$ cat src/hw/rtl/shamir_share_generator_unit_defines.svh
// Assertion macros used by the share generator evaluator (ssg_eval).
`ifndef SHAMIR_SHARE_GENERATOR_UNIT_DEFINES_SVH
`define SHAMIR_SHARE_GENERATOR_UNIT_DEFINES_SVH

// Same-cycle implication, sampled on clk, off during reset.
`define SSG_ASSERT_SAME(lbl, ant, cons, msg) \
	lbl: assert property (@(posedge clk) disable iff (!arst_n) (ant) |-> (cons)) \
		else $error(msg);

// Next-cycle implication, sampled on clk, off during reset.
`define SSG_ASSERT_NEXT(lbl, ant, cons, msg) \
	lbl: assert property (@(posedge clk) disable iff (!arst_n) (ant) |=> (cons)) \
		else $error(msg);

`endif

$ cat src/hw/rtl/ssg_cell.sv
// One coefficient cell of the load/rotate chain.
`default_nettype none

module ssg_cell (
	input  wire logic        clk,
	input  wire logic        load,
	input  wire logic        rot,
	input  wire logic [31:0] ld_in,
	input  wire logic [31:0] rot_in,
	output logic      [31:0] q
);

	logic [31:0] word_q;

	always_ff @(posedge clk) begin
		priority if (load) begin
			word_q <= ld_in;
		end else if (rot) begin
			word_q <= rot_in;
		end
	end

	assign q = word_q;

endmodule

`default_nettype wire

$ cat config.mk
export PLATFORM = sky130hd
export DESIGN_NAME = ssg_cell
export DESIGN_NICKNAME = d
export VERILOG_FILES = /design/src/hw/rtl/shamir_share_generator_unit_defines.svh /design/src/hw/rtl/ssg_cell.sv
export SDC_FILE = /design/constraint.sdc
export NUM_CORES = 1
export LEC_CHECK = 0
export BUFFER_PORTS_ARGS = -buffer_cell sky130_fd_sc_hd__buf_2
export CORE_ASPECT_RATIO = 1.4
export CORE_MARGIN = 8
export CORE_UTILIZATION = 41
export DETAILED_ROUTE_END_ITERATION = 6
export PLACE_DENSITY = 0.81
export SETUP_SLACK_MARGIN = 0.5
export SLEW_MARGIN = 20
export SYNTH_ARGS = -nofsm -noshare
export SYNTH_HDL_FRONTEND = slang
export SYNTH_SLANG_ARGS = --single-unit
$ cat constraint.sdc
create_clock -name clk -period 2.02 [get_ports clk]
set_input_delay 0.202 -clock clk [delete_from_list [all_inputs] [get_ports clk]]
set_output_delay 0.202 -clock clk [all_outputs]
set_load 0.05 [all_outputs]
==> impl_metrics.env, run 1 <==
export IMPL_status="completed"
export IMPL_rows=26
export IMPL_peakVddDrop_mv=0.591
export IMPL_fin_setup_tns_ns=0
export IMPL_netlist_area_leader_share_pct=63.7
export IMPL_start_util_pct=42.1
export IMPL_leakage_uw=0.00105
export IMPL_cts_tree="yes"
export IMPL_dp_final_hpwl_mm=3.30
export IMPL_synth_area_mm2=0.00151
export IMPL_core_area_mm2=0.00358
export IMPL_crit_buf_inv=1
export IMPL_final_cell_mix="buf_2 (98), edfxtp_1 (32), mux2_4 (29), clkbuf_8 (5), buf_4 (4)"
export IMPL_startpoint_type="register"
export IMPL_critical_path_class="register to primary output"
export IMPL_max_freq_mhz=875
export IMPL_min_path_cells=2
export IMPL_postSynthCellCount=69
export IMPL_hold_viol_final=0
export IMPL_drcViolationCount=0
export IMPL_clockRootBuffer="clkbuf_8"
export IMPL_via_per_inst=4.73
export IMPL_yosys_area_top_type="edfxtp_1"
export IMPL_dieWidth_um=67.3
export IMPL_numPlacedInstances=210
export IMPL_p_total_uw=1940
export IMPL_overflow=0
export IMPL_grt_setup_unrepaired="no"
export IMPL_setup_violations=0
export IMPL_final_cells=218
export IMPL_post_cts_buffers=0
export IMPL_slew_violations=0
export IMPL_slowest_delay_ns=0.37
export IMPL_io_buffers=98
export IMPL_synth_nets=136
export IMPL_numCtsBuffers=5
export IMPL_yosys_warnings=0
export IMPL_wl_mm=4.00
export IMPL_ant_nets=0
export IMPL_worstPathRequired_ns=1.82
export IMPL_cap_violations=0
export IMPL_final_common_cell="buf_2"
export IMPL_post_route_period_util_pct=56.6
export IMPL_cts_sinks=32
export IMPL_antenna_found_initial=0
export IMPL_first_pass_iters=4
export IMPL_slew_headroom_pct=79.3
export IMPL_grtUsageTotal_pct=13.5
export IMPL_syn_to_final_growth_pct=41.7
export IMPL_p_per_area_mw_per_mm2=906
export IMPL_max_slew_worst_pin_slew_ns=0.311
export IMPL_end_kind="primary output"
export IMPL_largest_reg_flops=32
export IMPL_ys_seq_area_share_pct=63.7
export IMPL_synth_area_leaders="edfxtp_1 (64%), mux2_4 (29%), buf_12 (4.0%)"
export IMPL_grt_max_degree=33
export IMPL_cts_resized=0
export IMPL_cts_buffer_depth=2
export IMPL_cp_top_family="flip-flops"
export IMPL_insertedDiodeCount=0
export IMPL_grt_pass1_vias=1152
export IMPL_num_vias=1032
export IMPL_clkTransAtPathRegs_ns=0.06
export IMPL_fin_crit_ns=1.14
export IMPL_pin_count=99
export IMPL_wl_per_cell_um=18.3
export IMPL_gp_congestion=0.735
export IMPL_synth_seq_cells=32
export IMPL_arrival_ns=0.94
export IMPL_first_iter_violations=24
export IMPL_syn_avg_cell_area_um2=21.9
export IMPL_drive_gt1_share_pct=80.7
export IMPL_hold_path_class="primary input to register"
export IMPL_crit_chain="buf_2"
export IMPL_hold_start="ld_in[15]"
export IMPL_finalNetCount=242
export IMPL_slowest_stage="edfxtp_1"
export IMPL_cp_max_fo=1
export IMPL_min_to="q[15]"
export IMPL_die_area_mm2=0.00590
export IMPL_die_h_um=87.8
export IMPL_ys_types=6
export IMPL_grt_pass1_wl_mm=5.69
export IMPL_htreeDepth=2
export IMPL_ctsHoldBuffers=0
==> metal layers <==
layer | routed length (µm) | vias to the layer above | GRT usage (%)
li1 | - | 479 | -
met1 | 1160 | 480 | 11.6
met2 | 2260 | 60 | 24.0
met3 | 409 | 13 | 5.63
met4 | 165 | 0 | 9.73
met5 | 0 | - | 0
==> through the flow <==
step / area, µm² / setup WS, ns / util [%] / hold WS, ns
5_1_grt: 2140 / 0.844 / 59.7 / 0.205
6_report: 2140 / 0.877 / 59.7 / 0.216
3_3_place_gp: 2030 / 0.636 / 56.7 / 0.503
4_1_cts: 2140 / 0.885 / 59.7 / 0.208
2_1_floorplan: 1510 / 0.704 / - / 0.419
3_5_place_dp: 2030 / 0.579 / 56.7 / 0.505
==> report_power, final <==
group	internal, µW	leakage [µW]	switching (µW)
logic	173	0.000667	351
clock network	358	0.0000532	220
registers	816	0.000326	18.0
==> area by class of cell <==
cell class | instances | area, µm²
flip-flops and latches | 32 | 961
fillers | 316 | 1440
well taps | 42 | 52.6
clock buffers | 5 | 68.8
multi-input cells | 33 | 475
repair buffers | 103 | 541
clock inverters | 3 | 37.5
==> Yosys cell counts <==
| cell | instances |
|---|---|
| edfxtp_1 | 32 |
| mux2_4 | 29 |
| buf_12 | 3 |
| mux2_2 | 3 |
| buf_6 | 1 |
| or2_1 | 1 |
==> worst max-delay path by stage <==
| stage | startpoint | to | slack, ns | depth (start not counted) |
|---|---|---|---|---|
| after floorplan | load | q[0] | 0.70 | 3 |
| after global placement | load | q[31] | 0.64 | 3 |
| after detailed placement | load | q[31] | 0.58 | 3 |
| after CTS | load | q[30] | 0.88 | 3 |
| after global routing | load | q[30] | 0.84 | 3 |
| final | q[7] | q[7] | 0.88 | 1 |
==> kinds of logic (layout without fill, tap and decap cells) <==
logic type / Yosys count / after routing / share of synthesized area, %
buffers and inverters: 4 / 111 / 4.73
muxes: 32 / 32 / 31.1
DFF: 32 / 32 / 63.7
and+or+nand+nor: 1 / 1 / 0.415
(Power assumes the default switching activity.)
==> run 2: changes to the inputs <==
clock period = 1.2 ns   (was 2.02 ns; I/O delays follow)
==> impl_metrics.env, run 2 (synthesis results as in run 1) <==
export IMPL_met2_length_mm=2.36
export IMPL_insertedDiodeCount=0
export IMPL_numCtsBuffers=5
export IMPL_seqCellArea_um2=961
export IMPL_wl_mm=3.97
export IMPL_num_vias=1026
export IMPL_top_layer_used="met4"
export IMPL_route_met3_wl_um=290
export IMPL_leakage_uw=0.00113
export IMPL_p_switching_uw=1000
export IMPL_post_route_period_util_pct=80.8
export IMPL_endpoint="q[6]"
export IMPL_setup_violations=0
export IMPL_syn_to_final_growth_pct=58.3
export IMPL_largest_reg_flops=32
export IMPL_start_util_pct=42.1
export IMPL_dieWidth_um=67.3
export IMPL_crit_buf_inv=1
export IMPL_overflow=0
export IMPL_final_common_cell="buf_2"
export IMPL_clkTransAtPathRegs_ns=0.06
export IMPL_fin_setup_tns_ns=0
export IMPL_first_iter_violations=12
export IMPL_hold_path_class="primary input to register"
export IMPL_finalNetCount=244
export IMPL_pin_count=99
export IMPL_grt_max_degree=19
export IMPL_power_internal_uw=2220
export IMPL_clock_power_share_pct=22.7
export IMPL_final_cell_mix="buf_2 (65), buf_6 (32), edfxtp_1 (32), mux2_4 (29), clkbuf_8 (5)"
export IMPL_core_area_mm2=0.00358
export IMPL_crit_cells=1
export IMPL_hold_viol_final=0
export IMPL_wl_per_cell_um=18.1
export IMPL_cp_max_fo=1
export IMPL_critical_path_class="register to primary output"
export IMPL_max_slew_worst_pin_slew_ns=0.122
export IMPL_slew_violations=0
export IMPL_grt_setup_unrepaired="yes"
export IMPL_clockRootBuffer="clkbuf_8"
export IMPL_cts_buffer_depth=2
export IMPL_swShare_pct=31.2
export IMPL_placed_area_mm2=0.00206
export IMPL_max_freq_mhz=1030
export IMPL_fillerInstances=265
export IMPL_antenna_found_initial=0
export IMPL_comb_power_share_pct=32.8
export IMPL_io_buffers=98
export IMPL_setup_worst_path_start="q[6]"
export IMPL_die_area_mm2=0.00590
export IMPL_seq_power_share_pct=44.5
export IMPL_end_kind="primary output"
export IMPL_cap_violations=0
export IMPL_rows=26
export IMPL_grtUsageTotal_pct=13.5
export IMPL_startpoint_type="register"
export IMPL_grt_pass1_wl_mm=5.80
export IMPL_wirelength_met1_mm=1.18
export IMPL_fin_crit_ns=0.970
export IMPL_htreeDepth=2
export IMPL_dp_final_hpwl_mm=3.15
export IMPL_crit_chain="buf_6"
export IMPL_multi_input_area_um2=478
export IMPL_grt_pass1_vias=1223
export IMPL_ant_nets=0
export IMPL_post_cts_buffers=0
export IMPL_arrival_ns=0.85
export IMPL_drcViolationCount=0
export IMPL_cts_tree="yes"
export IMPL_worstPathRequired_ns=1.08
export IMPL_status="completed"
export IMPL_slew_headroom_pct=91.9
export IMPL_slowest_stage="edfxtp_1"
export IMPL_peakVddDrop_mv=0.977
export IMPL_slowest_delay_ns=0.40
export IMPL_cts_sinks=32
export IMPL_via_per_inst=4.68
export IMPL_cp_top_family="flip-flops"
export IMPL_drive_gt1_share_pct=80.8
export IMPL_gp_congestion=0.719
export IMPL_fin_area_mm2=0.00239
export IMPL_first_pass_iters=4
export IMPL_die_h_um=87.8
export IMPL_p_per_area_mw_per_mm2=1350
[run 2: cell types whose count changed in the layout (fill, tap and decap cells not counted), sizes merged]
cell    previous run  this run
bufinv             1         0
buf              103       105
[run 2: layout make-up]
type / count / share of cell area [%]
flip-flops and latches: 32 / 40.3
clock buffers: 5 / 2.88
well taps: 42 / 2.20
multi-input cells: 33 / 20.0
clock inverters: 2 / 0.315
repair buffers: 105 / 34.3
[run 2: per-layer routing]
metal / vias up / track usage, %
li1: 482 / -
met2: 55 / 26.8
met3: 9 / 3.33
met4: 0 / 7.44
met1: 480 / 11.3
met5: - / 0
[run 2: timing repair]
action / CTS / global route
hold buffers: 0 / 0
endpoints found under the setup margin: 64 / 34
gates resized for setup: 69 / 1
cloned: 1 / 0
[run 2: power by group through the flow]
stage	Combinational (µW)	Sequential, µW	Clock (µW)
2_1_floorplan	203	1870	0
3_3_place_gp	885	1420	0
3_5_place_dp	903	1430	0
4_1_cts	1070	1440	759
5_1_grt	1100	1450	800
6_report	1060	1430	732
[run 2: worst min path at each step]
stage                     startpoint    end  slack [ns]  cells past startpoint
after floorplan             ld_in[0]   q[0]        0.34                      1
after global placement     ld_in[18]  q[18]        0.42                      2
final                     rot_in[15]  q[15]        0.14                      2
after global routing      rot_in[13]  q[13]        0.13                      2
after detailed placement  rot_in[15]  q[15]        0.42                      2
after CTS                 rot_in[15]  q[15]        0.13                      2
[run 2: through the flow]
step | hold WS, ns | total power (µW) | utilization [%] | setup slack (ns) | instances
2_1_floorplan | 0.337 | 2070 | - | 0.180 | 69
3_3_place_gp | 0.421 | 2300 | 57.7 | 0.149 | 211
3_5_place_dp | 0.424 | 2330 | 57.7 | 0.127 | 211
4_1_cts | 0.130 | 3260 | 66.6 | 0.218 | 219
5_1_grt | 0.127 | 3340 | 66.7 | 0.201 | 219
6_report | 0.138 | 3220 | 66.7 | 0.230 | 219
==> run 3: changes to the inputs <==
clock period = 0.91 ns   (was 1.2 ns; I/O delays follow)
==> impl_metrics.env, run 3 (synthesis results as in run 1) <==
export IMPL_die_area_mm2=0.00590
export IMPL_wl_mm=4.71
export IMPL_ant_nets=0
export IMPL_clkTransAtPathRegs_ns=0.07
export IMPL_violations="setup timing"
export IMPL_p_per_area_mw_per_mm2=1690
export IMPL_grt_pass1_vias=1314
export IMPL_drive_gt1_share_pct=81.5
export IMPL_cap_violations=0
export IMPL_first_iter_violations=32
export IMPL_leakage_uw=0.00127
export IMPL_finalNetCount=255
export IMPL_hold_path_class="primary input to register"
export IMPL_start_util_pct=42.1
export IMPL_cts_tree="yes"
export IMPL_first_pass_iters=4
export IMPL_wl_per_cell_um=20.4
export IMPL_slowest_delay_ns=0.41
export IMPL_hold_viol_final=0
export IMPL_crit_chain="buf_6"
export IMPL_status="finished with violations"
export IMPL_max_slew_worst_pin_slew_ns=0.165
export IMPL_setup_violations=28
export IMPL_clockRootBuffer="clkbuf_8"
export IMPL_pin_count=99
export IMPL_dieWidth_um=67.3
export IMPL_arrival_ns=0.86
export IMPL_core_area_mm2=0.00358
export IMPL_comb_power_share_pct=34.6
export IMPL_cp_top_family="flip-flops"
export IMPL_power_internal_uw=3060
export IMPL_drcViolationCount=0
export IMPL_num_vias=1104
export IMPL_numPlacedInstances=212
export IMPL_critical_path_class="register to primary output"
export IMPL_htreeDepth=2
export IMPL_grt_max_degree=10
export IMPL_rows=26
export IMPL_clock_power_share_pct=23.0
export IMPL_crit_buf_inv=1
export IMPL_fin_crit_ns=0.955
export IMPL_startpoint_type="register"
export IMPL_slew_violations=0
export IMPL_largest_reg_flops=32
export IMPL_setup_ws_ns=-0.0455
export IMPL_fin_setup_tns_ns=-0.459
export IMPL_slew_headroom_pct=89.1
export IMPL_worstPathRequired_ns=0.82
export IMPL_final_cell_mix="buf_2 (64), buf_6 (37), mux2_4 (32), edfxtp_1 (32)"
export IMPL_insertedDiodeCount=0
export IMPL_cts_sinks=32
export IMPL_final_cells=231
export IMPL_via_per_inst=4.78
export IMPL_fillerInstances=230
export IMPL_antenna_found_initial=0
export IMPL_multi_input_area_um2=489
export IMPL_swShare_pct=31.4
export IMPL_cts_buffer_depth=2
export IMPL_max_freq_mhz=1050
export IMPL_slowest_stage="edfxtp_1"
export IMPL_overflow=0
export IMPL_die_h_um=87.8
export IMPL_gp_congestion=0.719
export IMPL_post_route_period_util_pct=105
export IMPL_seq_power_share_pct=42.4
export IMPL_peakVddDrop_mv=1.38
export IMPL_grt_setup_unrepaired="yes"
export IMPL_seqCellArea_um2=961
export IMPL_syn_to_final_growth_pct=75.8
export IMPL_end_kind="primary output"
export IMPL_cp_max_fo=1
export IMPL_p_switching_uw=1400
export IMPL_io_buffers=98
export IMPL_grtUsageTotal_pct=15.6
export IMPL_numCtsBuffers=5
export IMPL_final_common_cell="buf_2"
export IMPL_grt_pass1_wl_mm=6.63
run 3: cell types whose count changed in the layout (fill, tap and decap cells not counted), sizes merged:
cell,previous run,this run
buf,105,116
clkbuf,5,7
clkinv,2,1
run 3: power groups by stage:
stage	Combinational, µW	Sequential, µW	Clock [µW]
global placement	1170	1870	0
global route	1590	1910	1120
detailed placement	1190	1880	0
finish	1540	1900	1030
floorplan	268	2460	0
CTS	1540	1890	1030
run 3: path summary, 6_finish.rpt:
path  cells after the start  slack [ns]    end  startpoint
max                       1       -0.05  q[16]       q[16]
min                       2        0.11   q[0]   rot_in[0]
run 3: timing repair:
item / in CTS / in global routing
endpoints found under the hold margin: 0 / 0
cloned: 5 / 0
hold buffers: 0 / 0
setup endpoints to repair: 96 / 96
setup buffers: 6 / 0
gates resized for setup: 87 / 1
run 3: area by class of cell:
class,count,share of cell area (%)
Clock buffer,7,2.88
Sequential cell,32,36.3
Timing Repair Buffer,116,40.3
Clock inverter,1,0.142
Multi-Input combinational cell,33,18.5
Tap cell,42,1.98
run 3: per-stage QoR:
step / utilization (%) / hold slack (ns) / area, µm² / setup slack, ns / power (µW)
detailed placement: 57.9 / 0.396 / 2070 / -0.146 / 3080
floorplan: - / 0.308 / 1520 / -0.0807 / 2730
global placement: 57.9 / 0.392 / 2070 / -0.113 / 3040
CTS: 74.0 / 0.106 / 2650 / -0.0473 / 4470
finish: 74.1 / 0.111 / 2650 / -0.0455 / 4470
global route: 74.1 / 0.100 / 2650 / -0.0720 / 4620
run 3: routing by layer:
metal,up-vias,part of all wire [%],global-route usage (%)
li1,508,-,-
met1,519,27,12.2
met2,60,61,31.7
met3,17,6.9,3.97
met4,0,4.9,9.54
met5,-,0,0
